<file path="config.mk">
export PLATFORM = sky130hd
export DESIGN_NAME = pedometer_peak_step_counter
export DESIGN_NICKNAME = d
export VERILOG_FILES = /design/src/rtl/core/pps_pkg.sv /design/src/rtl/core/pps_step_det.sv /design/src/rtl/core/pps_activity.sv /design/src/rtl/core/pedometer_peak_step_counter.sv
export SDC_FILE = /design/constraint.sdc
export NUM_CORES = 1
export LEC_CHECK = 0
export BUFFER_PORTS_ARGS = -buffer_cell sky130_fd_sc_hd__buf_2
export CAP_MARGIN = 5
export CORE_MARGIN = 3
export CORE_UTILIZATION = 66
export DETAILED_ROUTE_END_ITERATION = 7
export MAX_ROUTING_LAYER = met4
export PLACE_DENSITY = 0.82
export SLEW_MARGIN = 15
export SYNTH_ARGS = -nofsm -noshare
export SYNTH_HDL_FRONTEND = slang
export SYNTH_HIERARCHICAL = 1
export SYNTH_SLANG_ARGS = --single-unit
</file>
<file path="constraint.sdc">
create_clock -name clk -period 10.7 [get_ports clk]
set_input_delay 0.535 -clock clk [delete_from_list [all_inputs] [get_ports clk]]
set_output_delay 0.535 -clock clk [all_outputs]
set_load 0.05 [all_outputs]
</file>
<file path="src/rtl/core/pps_pkg.sv">
// ----------------------------------------------------------------------------
// pps_pkg
// Shared widths, reset values, register indexes and types for the pedometer.
// ----------------------------------------------------------------------------
package pps_pkg;

	localparam int MAG_WIDTH   = 16;
	localparam int CFG_WIDTH   = 16;
	localparam int CFG_IDX_W   = 3;
	localparam int STEP_W      = 32;
	localparam int ACT_W       = 16;
	localparam int WIN_W       = 16;
	localparam int COOL_W      = 8;

	typedef logic [MAG_WIDTH-1:0] mag_t;
	typedef logic [STEP_W-1:0]    step_cnt_t;
	typedef logic [ACT_W-1:0]     act_cnt_t;
	typedef logic [WIN_W-1:0]     win_t;
	typedef logic [COOL_W-1:0]    cool_t;
	typedef logic [CFG_WIDTH-1:0] cfg_data_t;
	typedef logic [CFG_IDX_W-1:0] cfg_idx_t;

	// Register indexes of the configuration port
	localparam cfg_idx_t REG_PEAK_LEVEL       = 3'd0;
	localparam cfg_idx_t REG_COOLDOWN_SAMPLES = 3'd1;
	localparam cfg_idx_t REG_ACTIVE_THRESHOLD = 3'd2;
	localparam cfg_idx_t REG_WINDOW_LENGTH    = 3'd3;
	localparam cfg_idx_t REG_ACTIVE_NEEDED    = 3'd4;

	// Reset values: 1.15 g and 1.05 g in Q4.12, one minute at 50 Hz
	localparam mag_t     ONE_G            = mag_t'(4096);
	localparam mag_t     RST_STEP_THRESH  = mag_t'(4710);
	localparam cool_t    RST_COOLDOWN     = cool_t'(8);
	localparam mag_t     RST_ACTIVE_THRESH = mag_t'(4301);
	localparam win_t     RST_WINDOW_LEN   = win_t'(3000);
	localparam act_cnt_t RST_ACTIVE_NEEDED = act_cnt_t'(1500);

	// Step detector result for one sample
	typedef struct packed {
		step_cnt_t step_total;
		logic      step_seen;
	} step_res_t;

	// Activity window result for one sample
	typedef struct packed {
		act_cnt_t active_total;
		logic     window_done;
		logic     window_was_active;
	} act_res_t;

endpackage

</file>
<file path="src/rtl/core/pps_step_det.sv">
// ----------------------------------------------------------------------------
// pps_step_det
// Peak detector with cooldown and a saturating step counter.
// ----------------------------------------------------------------------------
module pps_step_det (
	input  logic             clk,
	input  logic             arst_n,
	input  logic             adv,
	input  pps_pkg::mag_t    mag,
	input  pps_pkg::mag_t    peak_level,
	input  pps_pkg::cool_t   cooldown_samples,
	output pps_pkg::step_res_t res
);
	import pps_pkg::*;

	mag_t      last_q;
	mag_t      before_q;
	cool_t     cool_q;
	step_cnt_t count_q;

	logic      peak;
	logic      seen;
	cool_t     cool_next;
	step_cnt_t count_next;

	assign peak = (last_q > peak_level) && (last_q > before_q) && (last_q > mag);

	always_comb begin
		seen       = 1'b0;
		cool_next  = cool_q;
		count_next = count_q;
		if (cool_q != '0) begin
			cool_next = cool_q - cool_t'(1);
		end else if (peak) begin
			seen      = 1'b1;
			cool_next = cooldown_samples;
			if (count_q != '1) begin
				count_next = count_q + step_cnt_t'(1);
			end
		end
	end

	assign res.step_total = count_next;
	assign res.step_seen  = seen;

	always_ff @(posedge clk or negedge arst_n) begin
		if (!arst_n) begin
			last_q   <= ONE_G;
			before_q <= ONE_G;
			cool_q   <= '0;
			count_q  <= '0;
		end else if (adv) begin
			before_q <= last_q;
			last_q   <= mag;
			cool_q   <= cool_next;
			count_q  <= count_next;
		end
	end

	a_seen_loads_cooldown: assert property (@(posedge clk) disable iff (!arst_n)
		adv && seen |=> cool_q == $past(cooldown_samples))
		else $error("cooldown not loaded after a counted step");

	a_no_step_in_cooldown: assert property (@(posedge clk) disable iff (!arst_n)
		adv && cool_q != '0 |=> count_q == $past(count_q))
		else $error("step counted while cooldown running");

endmodule

</file>
<file path="src/rtl/core/pps_activity.sv">
// ----------------------------------------------------------------------------
// pps_activity
// Active-sample window counter and saturating active-minute counter.
// ----------------------------------------------------------------------------
module pps_activity (
	input  logic              clk,
	input  logic              arst_n,
	input  logic              adv,
	input  pps_pkg::mag_t     mag,
	input  pps_pkg::mag_t     active_threshold,
	input  pps_pkg::win_t     window_length,
	input  pps_pkg::act_cnt_t active_needed,
	output pps_pkg::act_res_t res
);
	import pps_pkg::*;

	act_cnt_t        samples_q;
	win_t            pos_q;
	act_cnt_t        minutes_q;

	act_cnt_t        samples_inc;
	logic [WIN_W:0]  pos_sum;
	logic            done;
	logic            was_active;
	act_cnt_t        samples_next;
	win_t            pos_next;
	act_cnt_t        minutes_next;

	always_comb begin
		samples_inc = samples_q;
		if (mag > active_threshold && samples_q != '1) begin
			samples_inc = samples_q + act_cnt_t'(1);
		end
		pos_sum      = {1'b0, pos_q} + {{WIN_W{1'b0}}, 1'b1};
		done         = pos_sum >= {1'b0, window_length};
		was_active   = done && (samples_inc > active_needed);
		minutes_next = minutes_q;
		if (was_active && minutes_q != '1) begin
			minutes_next = minutes_q + act_cnt_t'(1);
		end
		samples_next = done ? '0 : samples_inc;
		pos_next     = done ? '0 : pos_sum[WIN_W-1:0];
	end

	assign res.active_total      = minutes_next;
	assign res.window_done       = done;
	assign res.window_was_active = was_active;

	always_ff @(posedge clk or negedge arst_n) begin
		if (!arst_n) begin
			samples_q <= '0;
			pos_q     <= '0;
			minutes_q <= '0;
		end else if (adv) begin
			samples_q <= samples_next;
			pos_q     <= pos_next;
			minutes_q <= minutes_next;
		end
	end

	a_window_clears: assert property (@(posedge clk) disable iff (!arst_n)
		adv && done |=> samples_q == '0 && pos_q == '0)
		else $error("window close did not clear the count");

endmodule

</file>
<file path="src/rtl/core/pedometer_peak_step_counter.sv">
// ----------------------------------------------------------------------------
// pedometer_peak_step_counter
// Peak-detecting step counter with active-minute tracking.
// ----------------------------------------------------------------------------
// Usage:
//   Input channel (in_valid / in_stall / sample_mag) takes one Q4.12 magnitude
//   item per cycle while in_stall is low. Output channel (out_valid /
//   out_stall / result fields) returns exactly one result item per input
//   item, in order. An accepted item is captured in the input register and
//   processed into the result register once that register is free or being
//   emptied. Throughput: one item per cycle while the receiver does not
//   stall, set by the single compare-and-count pass between the two registers.
//   When the receiver stalls, the result register holds; one further item
//   waits in the input register, after which in_stall rises until the result
//   is taken. Reset clears both valid flags and loads the default register
//   values (1.15 g, cooldown 8, 1.05 g, window 3000, 1500 active samples);
//   history starts at one g. Write configuration only while idle; an index
//   beyond the register list is ignored.
// ----------------------------------------------------------------------------
module pedometer_peak_step_counter (
	input  logic                clk,
	input  logic                arst_n,
	input  logic                in_valid,
	output logic                in_stall,
	input  pps_pkg::mag_t       sample_mag,
	output logic                out_valid,
	input  logic                out_stall,
	output pps_pkg::step_cnt_t  step_total,
	output pps_pkg::act_cnt_t   active_total,
	output logic                step_seen,
	output logic                window_done,
	output logic                window_was_active,
	input  logic                cfg_we,
	input  pps_pkg::cfg_idx_t   cfg_index,
	input  pps_pkg::cfg_data_t  cfg_data
);
	import pps_pkg::*;

	// Configuration registers
	mag_t      peak_level_q;
	cool_t     cooldown_samples_q;
	mag_t      active_threshold_q;
	win_t      window_length_q;
	act_cnt_t  active_needed_q;

	// Input register
	logic      valid_s1;
	mag_t      mag_s1;

	// Result register
	logic      valid_s2;
	step_res_t step_s2;
	act_res_t  act_s2;

	step_res_t step_res;
	act_res_t  act_res;
	logic      adv;

	always_ff @(posedge clk or negedge arst_n) begin
		if (!arst_n) begin
			peak_level_q       <= RST_STEP_THRESH;
			cooldown_samples_q <= RST_COOLDOWN;
			active_threshold_q <= RST_ACTIVE_THRESH;
			window_length_q    <= RST_WINDOW_LEN;
			active_needed_q    <= RST_ACTIVE_NEEDED;
		end else if (cfg_we) begin
			case (cfg_index)
				REG_PEAK_LEVEL:       peak_level_q       <= cfg_data;
				REG_COOLDOWN_SAMPLES: cooldown_samples_q <= cfg_data[COOL_W-1:0];
				REG_ACTIVE_THRESHOLD: active_threshold_q <= cfg_data;
				REG_WINDOW_LENGTH:    window_length_q    <= cfg_data;
				REG_ACTIVE_NEEDED:    active_needed_q    <= cfg_data;
				default: ;
			endcase
		end
	end

	// Advance the item in the input register when the result register is
	// free or being emptied this cycle.
	assign adv      = valid_s1 && (!valid_s2 || !out_stall);
	// Hold off the sender only while the input register is full and stuck.
	assign in_stall = valid_s1 && !adv;

	always_ff @(posedge clk or negedge arst_n) begin
		if (!arst_n) begin
			valid_s1 <= 1'b0;
		end else if (in_valid && !in_stall) begin
			valid_s1 <= 1'b1;
		end else if (adv) begin
			valid_s1 <= 1'b0;
		end
	end

	always_ff @(posedge clk) begin
		if (in_valid && !in_stall) begin
			mag_s1 <= sample_mag;
		end
	end

	pps_step_det u_step_det (
		.clk              (clk),
		.arst_n           (arst_n),
		.adv              (adv),
		.mag              (mag_s1),
		.peak_level       (peak_level_q),
		.cooldown_samples (cooldown_samples_q),
		.res              (step_res)
	);

	pps_activity u_activity (
		.clk              (clk),
		.arst_n           (arst_n),
		.adv              (adv),
		.mag              (mag_s1),
		.active_threshold (active_threshold_q),
		.window_length    (window_length_q),
		.active_needed    (active_needed_q),
		.res              (act_res)
	);

	always_ff @(posedge clk or negedge arst_n) begin
		if (!arst_n) begin
			valid_s2 <= 1'b0;
		end else if (adv) begin
			valid_s2 <= 1'b1;
		end else if (!out_stall) begin
			valid_s2 <= 1'b0;
		end
	end

	always_ff @(posedge clk) begin
		if (adv) begin
			step_s2 <= step_res;
			act_s2  <= act_res;
		end
	end

	assign out_valid         = valid_s2;
	assign step_total        = step_s2.step_total;
	assign step_seen         = step_s2.step_seen;
	assign active_total      = act_s2.active_total;
	assign window_done       = act_s2.window_done;
	assign window_was_active = act_s2.window_was_active;

	a_s1_holds_when_blocked: assert property (@(posedge clk) disable iff (!arst_n)
		valid_s1 && !adv |=> valid_s1 && $stable(mag_s1))
		else $error("blocked item dropped from input register");

	a_adv_fills_result: assert property (@(posedge clk) disable iff (!arst_n)
		adv |=> valid_s2)
		else $error("processed item missing from result register");

	a_drain_empties: assert property (@(posedge clk) disable iff (!arst_n)
		valid_s2 && !out_stall && !valid_s1 |=> !valid_s2)
		else $error("result repeated after being taken");

endmodule

</file>
Word level (Yosys, flattened, before mapping)
Cells that the tools add are included.

Register bits after elaboration: 261. Input bits: 40. Output and inout port bits: 53. Word-level logic and storage cells: 76.

Add/subtract/negate cells: 5. $lt $le $gt $ge: 6. Eq/ne operators: 8. Multiplexer cells: 14. Reduce and logical (&&, ||, !) cells: 23.

Operator list (count): $mux W32 (3); $gt A16 B16 Y1 (5); $mux W16 (4); $add A16 B1 Y16 const B (2); $add A32 B1 Y32 const B (1); $ne A16 B16 Y1 const B (2); $ne A32 B32 Y1 const B (1); $add A16 B1 Y17 const B (1); $ge A17 B16 Y1 (1); $mux W8 (2); $reduce_and A2 Y1 (6); $logic_and A1 B1 Y1 (8); $reduce_bool A8 Y1 (1); $sub A8 B1 Y8 const B (1); $eq A3 B2 Y1 const B (2); $mux W1 (5); $logic_not A1 Y1 (4); $reduce_bool A2 Y1 (2); $eq A3 B1 Y1 const B (1); $eq A3 B3 Y1 const B (1); $logic_not A3 Y1 (1); $ne A2 B1 Y1 const B (1); $logic_or A1 B1 Y1 (1).

Depth between registers and ports, before layout
Depth in word-level cells: 8. Gate-level depth with buffers: 19. Mapped depth without buffers: 17.

Cells and area by module
Netlist, hierarchy kept.

Modules (own cells, without submodules): pps_step_det (instances 1, cells each 561, area an instance 5171.2 um^2, sequential area each 1804.2 um^2); pedometer_peak_step_counter (instances 1, cells each 231, area an instance 4894.7 um^2, sequential area each 3897.5 um^2); pps_activity (instances 1, cells each 523, area an instance 4347.9 um^2, sequential area each 1201.2 um^2).

Worst setup path before layout
OpenSTA, ideal clock, no wires.

Path type: register to register. Start: reg valid_s2 (netlist: out_valid). End: reg u_step_det.count_q[1]. Setup time: 0.125 ns. Arrival: 6.267 ns. Data required time: 10.575 ns. Slack: 4.308 ns. Stages on the path, launching flop included: 5. Buffers on the path: 0. Cells stage by stage: dfrtp_1 a21boi_0 nand2_1 nor2_1 mux2_2.

Cells in the longest elaborated chain, start to end: 3.

Ends and longest elaborated chain: from (decl) (RTL line pedometer_peak_step_counter.sv:51) `logic valid_s2;`; from (signal assigned) (RTL line pedometer_peak_step_counter.sv:123) `valid_s2 <= 1'b0;`; from (signal assigned) (RTL line pedometer_peak_step_counter.sv:125) `valid_s2 <= 1'b1;`; from (signal assigned) (RTL line pedometer_peak_step_counter.sv:127) `valid_s2 <= 1'b0;`; $logic_not A1 Y1 (RTL line pedometer_peak_step_counter.sv:80) `assign adv = valid_s1 && (!valid_s2 || !out_stall);`; $logic_or A1 B1 Y1 (RTL line pedometer_peak_step_counter.sv:80); $logic_and A1 B1 Y1 (RTL line pedometer_peak_step_counter.sv:80); net adv (RTL line pedometer_peak_step_counter.sv:57) `logic adv;`; to (signal assigned) (RTL line pps_step_det.sv:56) `count_q <= count_next;`; to (decl) (RTL line pps_step_det.sv:19) `step_cnt_t count_q;`.

The timed path passes the listed nets, and every way through them passes these cells. A chain may end at the register's enable or synchronous reset.

Final worst setup path
Start: reg active_threshold_q[12]. End: reg u_activity.minutes_q[1].

Cells in the longest elaborated chain, start to end: 7.

Ends and longest elaborated chain: from (decl) (RTL line pedometer_peak_step_counter.sv:42) `mag_t active_threshold_q;`; from (signal assigned) (RTL line pedometer_peak_step_counter.sv:70) `REG_ACTIVE_THRESHOLD: active_threshold_q <= cfg_data;`; $gt A16 B16 Y1 (RTL line pps_activity.sv:31) `if (mag > active_threshold && samples_q != '1) begin`; $logic_and A1 B1 Y1 (RTL line pps_activity.sv:31); $mux W16 (RTL line pps_activity.sv:31); $gt A16 B16 Y1 (RTL line pps_activity.sv:36) `was_active = done && (samples_inc > active_needed);`; $logic_and A1 B1 Y1 (RTL line pps_activity.sv:36); $logic_and A1 B1 Y1 (RTL line pps_activity.sv:38) `if (was_active && minutes_q != '1) begin`; $mux W16 (RTL line pps_activity.sv:38); to (signal assigned) (RTL line pps_activity.sv:57) `minutes_q <= minutes_next;`; to (decl) (RTL line pps_activity.sv:19) `act_cnt_t minutes_q;`.

Every way passes these cells.

==> results.md <==
- The flow ran to the end, and the final reports show no timing, DRC or antenna violations.
- The post-detailed-routing wire length is around 31,000 microns.
- In the routed design, unresolved DRC markers number 0.
- Synthesis produced between 1,000 and 1,500 cells.
- For this run, the number of Yosys warnings is 6.
- The class of the most critical setup path is flop to flop.
- Gates resized during post-CTS repair numbered 0.
- The die span in x is 154 microns.
- Summing every instance area after synthesis gives between 0.01 and 0.015 sq mm.
- Pin placement for this block handled 93 I/O pins.
- In this run, synthesis produced a sequential element count of 261.
- The commonest cells after synthesis are dfrtp_1 (165), inv_1 (118), ha_1 (102), nand2_1 (95), mux2_2 (92).
- The worst path uses between 40% and 50% of the clock period.
- Setup violations remaining at the end of the flow were counted as 0.
- For this run, the register share of the synthesized area comes to 47.9%.
- The maximum clock path buffer count is 3.
- The worst-case IR drop observed on VDD is ~0.13 mV.
- The time the worst path needs with I/O delays and setup is 5040 ps.
- The number of max-slew violations in the final report was 0.
- The die covers 0.0236 sq mm.
- The number of nets with antenna violations after routing is 0.
- In the synthesized netlist the dominant register cell turns out to be dfrtp_1.
- After the first detailed-routing iteration, the DRC count stood at around 620.
- TritonCTS built the clock tree.
- The first-pass GRT wire length is roughly 52,000 microns.
- The number of buffers inserted by hold repair at cts is 0.
- The finished cells cover approximately 0.016 sq mm.
- The power density of the placed cells is 189 mW/mm^2.
- Cells with a size suffix above 1 make up between 20% and 30% of the layout.
- The floorplan row count is 53.
- The aggregate negative setup slack is 0 ps.
- For this design the static power due to leakage is ~0.0073 uW.
- The hold violation total from the final report came to 0.
- Across the run, the number of max-cap violations was 0.
- The number of nets in the layout is between 1,500 and 2,000.
- The maximum cell stage delay along the critical path is approximately 960 ps.
- The via count of the first global-routing pass is approximately 11,000.
- The endpoint class of the critical path is a flop.
- The floorplan step set the die height to around 150 microns.
- Clock-pin slew was measured on the worst setup and hold paths at roughly 60 ps.
- On the final layout, the worst clock skew is 11.1 ps.
- The tree is rooted in a clkbuf_16.
- The estimated wirelength of the detail-placed design is roughly 21,000 microns.
- In the post-synthesis netlist, the biggest area contributors are dfrtp_1 (29%), edfxtp_1 (14%), ha_1 (8.9%), mux2_2 (7.2%), dfstp_2 (5.3%).
- For this run, asynchronously set or reset flops after synthesis account for about 74%.
- The critical path's top delay family is simple AND/OR/NAND/NOR gates.
- The count of cell types in the netlist is 83.
- The worst slew slack as a fraction of its limit is between 20% and 30%.
- Fill cells in the final layout number between 1,000 and 1,500.
- The combined buffer and inverter count along the critical path is 1.
- Summed over all instances, the cell type with the most area after synthesis is dfrtp_1.
- The worst hold path belongs to the class primary input to async pin.
- The post-route core utilization is approximately three quarters.
- The number of placed instances, taps included, is 1,640.
- The number of antenna violations at the first check in global routing is 0.
- The depth of the CTS H-tree is 1.
- The routed via count divided by cell count is around 6.
- Summing all placed instances gives a cell area of roughly 0.015 sq mm.
- The worst-path maximum fanout is 17.
- Clock tree synthesis inserted a total of 27 buffers.
- The initial utilization of the core area, before any placement, comes to roughly 68%.
- The clock latency on the worst-skew pair is between 500 and 600 ps.
- After floorplanning, the core was sized to cover ~0.021 sq mm.
- The clock drives 261 sinks.
- The area added between synthesis and finish is 10.2%.
- Data on the critical path arrives at its endpoint at between 5000 and 6000 ps.
- The number of flops mapped to enable cells by yosys is 67.
- The number of port buffers is 92.
- Walking the worst path, the cells encountered are inv_1 -> ha_1 -> nand4_1 -> or4_1 -> o41a_1 -> and2_1 -> nand2_1 -> nor2_1 -> xnor2_1 -> ha_1 -> nand4_1 -> nor4_1 -> a31oi_1 -> o211a_1 -> nand2_1 -> mux2_2.
- Setup repair after global routing left no endpoint under its margin.
- Derived from the worst setup path, the maximum achievable clock frequency is a little under 200 MHz.
- STA classifies the critical path startpoint as a flop.
- The total track usage is 27.0%.
- The data required time of the worst path is approximately 11,000 ps.
- The maximum number of pins on one net before global-route repair is 156.
- Summed over all layers, the global routing overflow is 0.
- The actual slew at the worst max-slew pin is 1110 ps.
- The total number of vias is a little over 10,000.
- The top cell type's share of synthesized area is between 20 and 30%.
- The dominant cell by count in the synthesized netlist is dfrtp_1.
- A synthesized cell averages between 10 and 15 sq um.
- The slowest stage of the critical path is the nor4_1 cell.
- In the final routed layout, each cell accounts on average for between 15 and 20 microns.
- When the netlist entered floorplanning its net count stood at 1,457.
- The number of setup buffers added after CTS is 0.
- The number of standard cells in the layout, taps in and fillers out is roughly 1,700.
- Before antenna repair, the detailed router went through 7 iterations.
- Routability-driven placement finished with a final weighted congestion of 0.938.
==> flip-flops by register name, summed over array words and instances (netlist names) <==
signal                count
active_needed_q          16
active_threshold_q       16
active_total             16
cooldown_samples_q        8
mag_s1                   16
out_valid                 1
peak_level_q             16
step_seen                 1
step_total               32
u_activity/minutes_q     16
u_activity/pos_q         16
u_activity/samples_q     16
u_step_det/before_q      16
u_step_det/cool_q         8
u_step_det/count_q       32
u_step_det/last_q        16
valid_s1                  1
window_done               1
window_length_q          16
window_was_active         1
==> cells in the final DEF, fill, tap and decap left out, drive strengths merged, types with 18 or more instances in the layout <==
| master | synthesis | final |
|---|---|---|
| a21oi | 42 | 42 |
| and3 | 18 | 18 |
| buf | 29 | 95 |
| clkbuf | 17 | 42 |
| dfrtp | 165 | 165 |
| dfstp | 29 | 29 |
| edfxtp | 67 | 67 |
| ha | 102 | 102 |
| inv | 119 | 120 |
| mux2 | 93 | 93 |
| nand2 | 95 | 95 |
| nand3 | 59 | 59 |
| nand4 | 46 | 46 |
| nor2 | 52 | 52 |
| nor3 | 55 | 55 |
| nor4 | 19 | 19 |
| o21ai | 49 | 49 |
| xnor2 | 56 | 56 |
| xor2 | 63 | 63 |
==> kinds of logic (layout without fill, tap and decap cells) <==
group                    Yosys count  in the layout  share of synthesized area, %
adder cells (fa/ha/maj)          102            102                          8.85
multiplexers                      94             94                          7.36
flip-flops                       261            261                          47.9
buffers and inverters            165            265                          4.94
AND/OR/NAND/NOR                  403            403                          15.7
XOR/XNOR                         119            119                          7.23
other                              0              1                             0
AO/OA/AOI/OAI                    171            171                          7.99
==> layer usage <==
layer / vias up / global-route usage (%) / share of wire (%)
met1: 5092 / 35.4 / 43
met2: 322 / 43.1 / 48
li1: 4878 / - / -
met5: - / - / 0
met3: 93 / 3.80 / 5.6
met4: 0 / 10.8 / 3.3
==> worst paths after layout <==
path | from | slack, ps | to | depth (start not counted)
hold reg to reg | valid_s1 | 490 | out_valid | 1
setup reg to reg | active_threshold_q[12] | 5660 | u_activity/minutes_q[1] | 16
setup / recovery | active_threshold_q[12] | 5660 | u_activity/minutes_q[1] | 16
min in group clk | sample_mag[3] | 170 | mag_s1[3] | 1
max in group asynchronous | arst_n | 9050 | u_step_det/cool_q[1] | 2
hold / removal | arst_n | 160 | u_activity/minutes_q[8] | 1
==> per-stage QoR <==
stage,hold WS (ps),total power (uW),setup slack [ps]
3_3_place_gp,459,2040,5940
4_1_cts,153,3020,5740
3_5_place_dp,484,2080,5760
2_1_floorplan,239,1870,4310
5_1_grt,159,3180,5340
6_report,159,3010,5660
==> where the power goes <==
part	internal, uW	leakage, uW	switching [uW]	total (uW)
combinational	306	0.00380	451	757
sequential	1200	0.00303	124	1320
clock	542	0.000430	387	930
==> layout make-up <==
cell class / count / area [sq um] / area share [%]
Tap cell: 275 / 344 / 2.17
Timing Repair Buffer: 96 / 512 / 3.22
Antenna cell: 1 / 2.50 / 0.0158
Inverter: 119 / 447 / 2.81
Clock buffer: 41 / 768 / 4.84
Sequential cell: 261 / 6900 / 43.5
Clock inverter: 9 / 98.8 / 0.622
Multi-Input combinational cell: 889 / 6810 / 42.9
Note: power is estimated with default switching activity, not from simulation.
